==> config.mk <==
export PLATFORM = sky130hd
export DESIGN_NAME = console_line_editor_top_flat
export DESIGN_NICKNAME = d
export VERILOG_FILES = /design/src/sv/cle_pkg.sv /design/src/sv/cle_ifs.sv /design/src/sv/console_line_editor_top.sv /design/src/sv/cle_ram.sv /design/src/flat_wrapper.sv
export SDC_FILE = /design/constraint.sdc
export NUM_CORES = 1
export LEC_CHECK = 0
export ABC_CLOCK_PERIOD_IN_PS = 8000
export BUFFER_PORTS_ARGS = -buffer_cell sky130_fd_sc_hd__buf_4
export CORE_AREA = 2 2 269 271
export CTS_CLUSTER_SIZE = 25
export DETAILED_ROUTE_END_ITERATION = 8
export DIE_AREA = 0 0 271 273
export SYNTH_ARGS = -nofsm -noshare
export SYNTH_HDL_FRONTEND = slang
export SYNTH_SLANG_ARGS = --single-unit
==> constraint.sdc <==
create_clock -name clk -period 8 [get_ports clk]
set_clock_uncertainty 0.05 [all_clocks]
set_input_delay 0 -clock clk [delete_from_list [all_inputs] [get_ports clk]]
set_output_delay 0 -clock clk [all_outputs]
set_load 0.03 [all_outputs]
==> src/sv/cle_pkg.sv <==
`default_nettype none

package cle_pkg;

    // Size of the line buffer; at most LINE_CAPACITY-1 characters are kept.
    localparam int unsigned LINE_CAPACITY = 64;
    localparam int unsigned LINE_DEPTH    = LINE_CAPACITY - 1;
    localparam int unsigned ADDR_W        = $clog2(LINE_DEPTH);

    localparam int unsigned KEY_W    = 8;
    localparam int unsigned COUNT_W  = 6;
    localparam int unsigned LIMIT_W  = 7;
    localparam int unsigned STATUS_W = 2;

    localparam logic [LIMIT_W-1:0] LIMIT_MAX = LIMIT_W'(LINE_CAPACITY);
    localparam logic [LIMIT_W-1:0] LIMIT_MIN = LIMIT_W'(1);
    localparam logic [COUNT_W-1:0] COUNT_TOP = COUNT_W'(LINE_DEPTH);

    // Key codes with a meaning of their own.
    localparam logic [KEY_W-1:0] KEY_NONE   = 8'd0;
    localparam logic [KEY_W-1:0] KEY_CTRL_C = 8'd3;
    localparam logic [KEY_W-1:0] KEY_BS     = 8'd8;
    localparam logic [KEY_W-1:0] KEY_LF     = 8'd10;
    localparam logic [KEY_W-1:0] KEY_CR     = 8'd13;
    localparam logic [KEY_W-1:0] KEY_SPACE  = 8'd32;
    localparam logic [KEY_W-1:0] KEY_DEL    = 8'd127;
    localparam logic [KEY_W-1:0] KEY_CARET  = 8'd94;
    localparam logic [KEY_W-1:0] KEY_UPPER_C = 8'd67;

    // Result kinds and status codes.
    localparam logic KIND_ECHO = 1'b0;
    localparam logic KIND_LINE = 1'b1;

    localparam logic [STATUS_W-1:0] STATUS_NONE   = 2'd0;
    localparam logic [STATUS_W-1:0] STATUS_DONE   = 2'd1;
    localparam logic [STATUS_W-1:0] STATUS_CANCEL = 2'd2;

    typedef logic [KEY_W-1:0]   key_t;
    typedef logic [COUNT_W-1:0] count_t;
    typedef logic [LIMIT_W-1:0] limit_t;
    typedef logic [ADDR_W-1:0]  addr_t;

endpackage

`default_nettype wire

==> src/sv/cle_ifs.sv <==
`default_nettype none

// Key channel: one key code per item.
interface cle_key_if import cle_pkg::*; ();
    logic valid;
    logic ready;
    key_t key_code;

    modport source (output valid, output key_code, input ready);
    modport sink   (input valid, input key_code, output ready);
endinterface

// Result channel: one echo or line character per item.
interface cle_result_if import cle_pkg::*; ();
    logic                valid;
    logic                ready;
    logic                kind;
    key_t                char_value;
    logic [STATUS_W-1:0] status;
    count_t              line_length;
    logic                last;

    modport source (output valid, output kind, output char_value, output status,
                    output line_length, output last, input ready);
    modport sink   (input valid, input kind, input char_value, input status,
                    input line_length, input last, output ready);
endinterface

`default_nettype wire

==> src/sv/console_line_editor_top.sv <==
// A printable key passes through the decode and sequencer states, and its echo item
// is then registered at the output once the output register is free. A new key is
// taken only once the sequencer is back in idle, also for a key with no item. A newline
// shows its echo, then sends each line character through the read and line states.
// Reset (rst_n, asynchronous, active low) empties the line and sets max_length to 64;
// the line store itself is not cleared, since only written entries are ever read.
`default_nettype none

module console_line_editor_top import cle_pkg::*; (
    input  wire logic          clk,
    input  wire logic          rst_n,
    input  wire logic          cfg_we,
    input  wire logic [6:0]    cfg_wdata,
    cle_key_if.sink            key,
    cle_result_if.source       result
);

    // Sequencer states.
    localparam logic [2:0] S_IDLE   = 3'd0;
    localparam logic [2:0] S_DECODE = 3'd1;
    localparam logic [2:0] S_SEQ    = 3'd2;
    localparam logic [2:0] S_READ   = 3'd3;
    localparam logic [2:0] S_LINE   = 3'd4;

    // What the emitting state has to send for the current key.
    localparam logic [1:0] OP_ECHO   = 2'd0;
    localparam logic [1:0] OP_CANCEL = 2'd1;
    localparam logic [1:0] OP_ERASE  = 2'd2;
    localparam logic [1:0] OP_LINE   = 2'd3;

    logic [2:0] state_reg, state_next;
    logic [1:0] op_reg, op_next;
    logic [1:0] step_reg, step_next;
    key_t       key_reg;
    count_t     count_reg, count_next;
    count_t     len_reg, len_next;
    count_t     idx_reg, idx_next;
    limit_t     max_len_reg;

    // Output register; it parts the sequencer from the result channel.
    logic                out_valid_reg;
    logic                out_kind_reg, out_kind_next;
    key_t                out_char_reg, out_char_next;
    logic [STATUS_W-1:0] out_status_reg, out_status_next;
    count_t              out_len_reg, out_len_next;
    logic                out_last_reg, out_last_next;
    logic                out_load;
    logic                out_free;

    // The one shared incrementer: it checks room for a new character, advances
    // the fill count and walks the read index through the line.
    count_t               inc_operand;
    logic [COUNT_W:0]     inc_sum;

    limit_t limit;
    key_t   key_code;
    logic   printable;
    logic   line_fin;

    logic   ram_wr_en;
    logic   ram_rd_en;
    key_t   ram_rd_data;

    // Register values outside 1..LINE_CAPACITY are pulled into that range.
    always_comb
    begin
        if (max_len_reg < LIMIT_MIN)
        begin
            limit = LIMIT_MIN;
        end
        else if (max_len_reg > LIMIT_MAX)
        begin
            limit = LIMIT_MAX;
        end
        else
        begin
            limit = max_len_reg;
        end
    end

    assign inc_operand = (state_reg == S_DECODE) ? count_reg : idx_reg;
    assign inc_sum     = {1'b0, inc_operand} + (COUNT_W + 1)'(1);

    // Carriage return is treated exactly as newline.
    assign key_code  = (key_reg == KEY_CR) ? KEY_LF : key_reg;
    assign printable = (key_code >= KEY_SPACE) && (key_code < KEY_DEL)
                       && (LIMIT_W'(inc_sum) < limit) && (count_reg < COUNT_TOP);
    assign line_fin  = (inc_sum == {1'b0, len_reg});

    assign out_free  = !out_valid_reg || result.ready;
    assign key.ready = (state_reg == S_IDLE);

    assign ram_wr_en = (state_reg == S_DECODE) && printable;
    assign ram_rd_en = (state_reg == S_READ);

    cle_ram #(
        .WIDTH (KEY_W),
        .DEPTH (LINE_DEPTH)
    ) u_line_store (
        .clk     (clk),
        .wr_en   (ram_wr_en),
        .wr_addr (count_reg[ADDR_W-1:0]),
        .wr_data (key_code),
        .rd_en   (ram_rd_en),
        .rd_addr (idx_reg[ADDR_W-1:0]),
        .rd_data (ram_rd_data)
    );

    always_comb
    begin
        state_next      = state_reg;
        op_next         = op_reg;
        step_next       = step_reg;
        count_next      = count_reg;
        len_next        = len_reg;
        idx_next        = idx_reg;
        out_load        = 1'b0;
        out_kind_next   = KIND_ECHO;
        out_char_next   = key_code;
        out_status_next = STATUS_NONE;
        out_len_next    = '0;
        out_last_next   = 1'b0;

        case (state_reg)
            S_IDLE:
            begin
                if (key.valid)
                begin
                    state_next = S_DECODE;
                end
            end

            // Classify the key and update the fill count before any item goes out.
            S_DECODE:
            begin
                step_next  = '0;
                state_next = S_SEQ;
                if (key_code == KEY_NONE)
                begin
                    state_next = S_IDLE;
                end
                else if (key_code == KEY_CTRL_C)
                begin
                    op_next    = OP_CANCEL;
                    count_next = '0;
                end
                else if (key_code == KEY_LF)
                begin
                    op_next    = OP_LINE;
                    len_next   = count_reg;
                    count_next = '0;
                end
                else if ((key_code inside {KEY_BS, KEY_DEL}) && (count_reg != '0))
                begin
                    op_next    = OP_ERASE;
                    count_next = count_reg - COUNT_W'(1);
                end
                else if (printable)
                begin
                    op_next    = OP_ECHO;
                    count_next = inc_sum[COUNT_W-1:0];
                end
                else
                begin
                    state_next = S_IDLE;
                end
            end

            // Echo items; each waits until the output register is free.
            S_SEQ:
            begin
                if (out_free)
                begin
                    out_load  = 1'b1;
                    step_next = step_reg + 2'd1;
                    case (op_reg)
                        OP_ECHO:
                        begin
                            out_char_next = key_code;
                            out_last_next = 1'b1;
                            state_next    = S_IDLE;
                        end
                        OP_CANCEL:
                        begin
                            case (step_reg)
                                2'd0:    out_char_next = KEY_CARET;
                                2'd1:    out_char_next = KEY_UPPER_C;
                                default:
                                begin
                                    out_char_next   = KEY_LF;
                                    out_status_next = STATUS_CANCEL;
                                    out_last_next   = 1'b1;
                                    state_next      = S_IDLE;
                                end
                            endcase
                        end
                        OP_ERASE:
                        begin
                            case (step_reg)
                                2'd0:    out_char_next = KEY_BS;
                                2'd1:    out_char_next = KEY_SPACE;
                                default:
                                begin
                                    out_char_next = KEY_BS;
                                    out_last_next = 1'b1;
                                    state_next    = S_IDLE;
                                end
                            endcase
                        end
                        default:
                        begin
                            // Newline echo; an empty line ends here as done.
                            out_char_next = KEY_LF;
                            idx_next      = '0;
                            if (len_reg == '0)
                            begin
                                out_status_next = STATUS_DONE;
                                out_last_next   = 1'b1;
                                state_next      = S_IDLE;
                            end
                            else
                            begin
                                state_next = S_READ;
                            end
                        end
                    endcase
                end
            end

            S_READ:
            begin
                state_next = S_LINE;
            end

            // Send one stored character; the final one carries done and the length.
            S_LINE:
            begin
                if (out_free)
                begin
                    out_load      = 1'b1;
                    out_kind_next = KIND_LINE;
                    out_char_next = ram_rd_data;
                    if (line_fin)
                    begin
                        out_status_next = STATUS_DONE;
                        out_len_next    = len_reg;
                        out_last_next   = 1'b1;
                        state_next      = S_IDLE;
                    end
                    else
                    begin
                        idx_next   = inc_sum[COUNT_W-1:0];
                        state_next = S_READ;
                    end
                end
            end

            default:
            begin
                state_next = S_IDLE;
            end
        endcase
    end

    always_ff @(posedge clk or negedge rst_n)
    begin
        if (!rst_n)
        begin
            state_reg     <= S_IDLE;
            count_reg     <= '0;
            max_len_reg   <= LIMIT_MAX;
            out_valid_reg <= 1'b0;
        end
        else
        begin
            state_reg <= state_next;
            count_reg <= count_next;
            if (cfg_we)
            begin
                max_len_reg <= cfg_wdata;
            end
            if (out_load)
            begin
                out_valid_reg <= 1'b1;
            end
            else if (result.ready)
            begin
                out_valid_reg <= 1'b0;
            end
        end
    end

    always_ff @(posedge clk)
    begin
        op_reg   <= op_next;
        step_reg <= step_next;
        len_reg  <= len_next;
        idx_reg  <= idx_next;
        if (key.valid && key.ready)
        begin
            key_reg <= key.key_code;
        end
        if (out_load)
        begin
            out_kind_reg   <= out_kind_next;
            out_char_reg   <= out_char_next;
            out_status_reg <= out_status_next;
            out_len_reg    <= out_len_next;
            out_last_reg   <= out_last_next;
        end
    end

    assign result.valid       = out_valid_reg;
    assign result.kind        = out_kind_reg;
    assign result.char_value  = out_char_reg;
    assign result.status      = out_status_reg;
    assign result.line_length = out_len_reg;
    assign result.last        = out_last_reg;

endmodule

`default_nettype wire

==> src/sv/cle_ram.sv <==
`default_nettype none

module cle_ram #(
    parameter int unsigned WIDTH = 8,
    parameter int unsigned DEPTH = 63
) (
    input  wire logic                     clk,
    input  wire logic                     wr_en,
    input  wire logic [$clog2(DEPTH)-1:0] wr_addr,
    input  wire logic [WIDTH-1:0]         wr_data,
    input  wire logic                     rd_en,
    input  wire logic [$clog2(DEPTH)-1:0] rd_addr,
    output logic      [WIDTH-1:0]         rd_data
);

    logic [WIDTH-1:0] mem [DEPTH];

    always_ff @(posedge clk)
    begin
        if (wr_en)
        begin
            mem[wr_addr] <= wr_data;
        end
        if (rd_en)
        begin
            rd_data <= mem[rd_addr];
        end
    end

endmodule

`default_nettype wire
==> src/flat_wrapper.sv <==
// flat-port wrapper written by rule: the top's interface ports become plain ports
module console_line_editor_top_flat import cle_pkg::*;
  (clk, rst_n, cfg_we, cfg_wdata, key_valid, key_key_code, key_ready, result_valid, result_kind, result_char_value, result_status, result_line_length, result_last, result_ready);
  cle_key_if key_i ();
  cle_result_if result_i ();
  input  wire logic clk;
  input  wire logic rst_n;
  input  wire logic cfg_we;
  input  wire logic [6:0] cfg_wdata;
  input wire logic [$bits(key_i.valid)-1:0] key_valid;
  input wire logic [$bits(key_i.key_code)-1:0] key_key_code;
  output wire logic [$bits(key_i.ready)-1:0] key_ready;
  output wire logic [$bits(result_i.valid)-1:0] result_valid;
  output wire logic [$bits(result_i.kind)-1:0] result_kind;
  output wire logic [$bits(result_i.char_value)-1:0] result_char_value;
  output wire logic [$bits(result_i.status)-1:0] result_status;
  output wire logic [$bits(result_i.line_length)-1:0] result_line_length;
  output wire logic [$bits(result_i.last)-1:0] result_last;
  input wire logic [$bits(result_i.ready)-1:0] result_ready;
  assign key_i.valid = key_valid;
  assign key_i.key_code = key_key_code;
  assign key_ready = key_i.ready;
  assign result_valid = result_i.valid;
  assign result_kind = result_i.kind;
  assign result_char_value = result_i.char_value;
  assign result_status = result_i.status;
  assign result_line_length = result_i.line_length;
  assign result_last = result_i.last;
  assign result_i.ready = result_ready;
  console_line_editor_top u_core (.clk(clk), .rst_n(rst_n), .cfg_we(cfg_we), .cfg_wdata(cfg_wdata), .key(key_i), .result(result_i));
endmodule
==> flow_summary.yaml <==
sta:
  layout_min_cycle_time_ps: 6250
  timing.final.ws_setup_ps: 1750
  hold_viol: 0
  min_period_over_period_pct: 78.1
  holdWs_ps: 74.0
  worstMarginPinSlew_ps: 1200
  timing.fmax_mhz: 160
  tns_ps: 0
  max-slew-margin-rel_pct: 19.2
  maxSlewViolCount: 0
  rsz0062_at_grt: "false"
  finalSetupViolCount: 0
placement:
  io_buffers: 39
  pre_cts_slack_ps: 1850
  dpl_cell_area_mm2: 0.0246
  gp_congestion: 0.839
  place_hpwl_mm: 32.7
setup_path:
  rr_startpoint: "u_core.state_reg[2]$_DFFE_PN0P_"
  r2r-end: "u_core.u_line_store.mem[53][2]$_DFFE_PP_"
  crit_fanout: 15
  cp_data_arrival_time_ps: 6430
  rr_worst_depth: 14
  crit_required_ps: 8180
  cp_top_family: "simple AND/OR/NAND/NOR gates"
  cp_slowest_stage_delay_ps: 920
  rrSetupSlack_ps: 1750
  startpoint_type: "register"
  path_cells: "or3b_1 > o21ai_0 > ha_1 > nand3_1 > xor2_1 > mux2i_1 > ha_1 > a21oi_1 > o21ai_0 > a211oi_1 > a32oi_1 > o21ai_1 > nand4_1 > nor2_1"
  end_kind: "register"
  critPathKind: "register to register"
  cp_num_buf_inv: 0
  cp_num_cells: 14
  cp_slowest_cell: "nor2_1"
route:
  detail-route-antenna-nets: 0
  routedWlPerCell_um: 24.0
  wirelength_mm: 54.2
  vias: 11700
  drc: 0
  vias_per_cell: 5.17
  dr.pass1.iters: 6
  drt_iter0_markers: 1235
synth:
  synth_edf_count: 554
  synth_area_mm2: 0.0232
  ys_seq_area_share_pct: 73.6
  netlist_instances: 1178
  syn_nets: 1213
  synth-main-ff-cell: "edfxtp_1"
  yosysWarnings: 0
  synth_area_per_cell_um2: 19.7
  ys_seq_elements: 571
  synth_cell_type_count: 62
  synthArstFlopShare_pct: 2.98
  synth_area_leaders: "edfxtp_1 72%, mux4_2 16%, dfrtp_1 1.7%"
  synth_top_area_share_pct: 71.8
  synth_area_leader_cell: "edfxtp_1"
die:
  ios: 40
  rows: 98
  initial_core_util_pct: 32.7
  coreArea_mm2: 0.0710
  die_h_um: 273
  die_area_mm2: 0.0740
  dieWidth_um: 271
min_path:
  min_from: "key_key_code[6]"
  hp-class: "primary input to register"
  worstHoldEndpoint: "u_core.key_reg[6]$_DFFE_PP_"
  whs_path_depth: 2
layout:
  area_growth_syn_to_layout_pct: 15.1
  multi_input_area_mm2: 0.00584
  antenna_cells: 0
  top_register: "u_core.u_line_store.mem"
  regArea_mm2: 0.0171
  nets: 1295
  fin_area_mm2: 0.0267
  layout-drive-gt1-share_pct: 25.4
  largest_register_ff_count: 504
  fillCellCount: 6353
cts:
  cts_tree: "built"
  cts_htree_levels: 2
  clock-sinks: 571
  clk_path_buf_depth: 3
  clkSlewWorstSetupHoldPaths_ps: 60
  clock_latency_ps: 610
  numCtsBuffers: 56
  cts_resized: 0
  root_buffer: "clkbuf_16"
power_and_ir_drop:
  p_sw_share_pct: 28.3
  ir_worst_vdd_mv: 0.176
  total_leakage_power_nw: 8.36
  switching_power_w: 0.00217
  combPwrFrac_pct: 19.5
  pwr-share-clk_pct: 33.5
  power.internal_w: 0.00551
  p_seq_share_pct: 47.0
  powerDensity_mw_per_mm2: 288
status:
  status: "complete, no violations"
grt:
  overflow: 0
  antenna_found_initial: 2
  grt_pass1_vias: 11800
  grt_max_degree: 72
  grt_usage_pct: 14.7
  grt_pass1_wl_mm: 80.8
run:
  maxCapViolations: 0
power by group through the flow:
stage | logic [W] | clock network [W] | registers, W
floorplan | 0.000914 | 0 | 0.00370
global placement | 0.00147 | 0 | 0.00367
detailed placement | 0.00148 | 0 | 0.00367
CTS | 0.00150 | 0.00262 | 0.00361
finish | 0.00150 | 0.00257 | 0.00361
global route | 0.00161 | 0.00274 | 0.00362
cell type report:
class,count,share of cell area [%]
Clock buffer,66,5.47
Timing Repair Buffer,92,2.84
Sequential cell,571,63.9
Tap cell,950,4.45
Clock inverter,38,1.19
Inverter,15,0.211
Multi-Input combinational cell,524,21.9
stage by stage:
stage / std cells / power [W] / utilization, %
detailed placement: 2125 / 0.00516 / 34.7
CTS: 2256 / 0.00773 / 37.6
global route: 2256 / 0.00797 / 37.6
floorplan: 1178 / 0.00461 / -
finish: 2256 / 0.00768 / 37.6
global placement: 2125 / 0.00514 / 34.7
metal layers:
layer  share of wire, %  vias to the layer above  track usage [%]
met5              0.024                        -                0
met4                2.2                        2             3.52
met3                8.9                       84             4.31
met2                 46                      500             22.8
met1                 43                     6101             20.3
li1                   -                     4985                -
worst max-delay path by stage:
stage / start / endpoint / slack (ps)
after floorplan: u_core.state_reg[1]$_DFFE_PN0P_ / u_core.u_line_store.mem[30][0]$_DFFE_PP_ / 2920
after global placement: u_core.state_reg[2]$_DFFE_PN0P_ / u_core.u_line_store.mem[10][3]$_DFFE_PP_ / 1920
after detailed placement: u_core.state_reg[2]$_DFFE_PN0P_ / u_core.u_line_store.mem[26][2]$_DFFE_PP_ / 1850
after CTS: u_core.state_reg[2]$_DFFE_PN0P_ / u_core.u_line_store.mem[37][3]$_DFFE_PP_ / 1890
after global routing: u_core.state_reg[0]$_DFFE_PN0P_ / u_core.u_line_store.mem[37][6]$_DFFE_PP_ / 1240
final: u_core.state_reg[2]$_DFFE_PN0P_ / u_core.u_line_store.mem[53][2]$_DFFE_PP_ / 1750
Yosys cell counts (3+ instances only):
master,number
nand3b_1,4
o21ai_0,27
mux4_2,160
xor2_1,7
a221o_1,4
nor2b_1,9
nor4_1,12
nand2b_1,7
nand4_1,8
o2bb2ai_1,4
nand2_1,50
nor3_1,20
o21a_1,3
edfxtp_1,554
and2_1,7
buf_2,3
o31ai_1,3
inv_1,13
nor2_1,89
and3_1,5
dfrtp_1,16
ha_1,15
buf_1,16
a21boi_0,3
mux2_2,6
mux2i_1,15
a21oi_1,8
clkbuf_1,46
o21ai_1,3
nand3_1,16
cell families after synthesis:
| kind of cell | synth area share (%) |
|---|---|
| XOR/XNOR | 0.340 |
| AND/OR/NAND/NOR | 5.06 |
| adder cells (fa/ha/maj) | 0.809 |
| buffers and inverters | 1.44 |
| multiplexers | 16.5 |
| flip-flops | 73.6 |
| AO/OA/AOI/OAI | 2.27 |
placed cells by master (no fill, tap or decap), drive strengths merged, types with 4 or more instances in the layout:
master,synthesis,routed
a221o,4,4
bufinv,0,5
inv,13,15
dfrtp,16,16
and3,5,5
edfxtp,554,554
nor2b,9,9
mux2,6,6
nand4,8,8
o21ai,30,30
nor3,21,21
nand3,16,16
nor4,12,12
nand2,51,51
mux4,160,160
mux2i,15,15
a21oi,8,8
ha,15,15
o31ai,4,4
nand3b,4,4
o2bb2ai,4,4
xor2,7,7
buf,22,65
clkinv,2,30
dlygate4sd3,0,27
clkbuf,46,66
nor2,89,89
nand2b,7,7
and2,8,8
timing repair:
action / CTS / global route
buffers inserted: 0 / 0
hold buffers: 27 / 0
hold endpoints to repair: 44 / 0
worst reg2reg max path: stages, from the launching register on:
cell      delay, ps
dfrtp_1         500
or3b_1          680
o21ai_0         270
ha_1            260
nand3_1         110
xor2_1          160
mux2i_1         340
ha_1            340
a21oi_1         140
o21ai_0          90
a211oi_1        420
a32oi_1         220
o21ai_1         460
nand4_1         910
nor2_1          920
No activity file was read; power rests on OpenSTA's default activity.
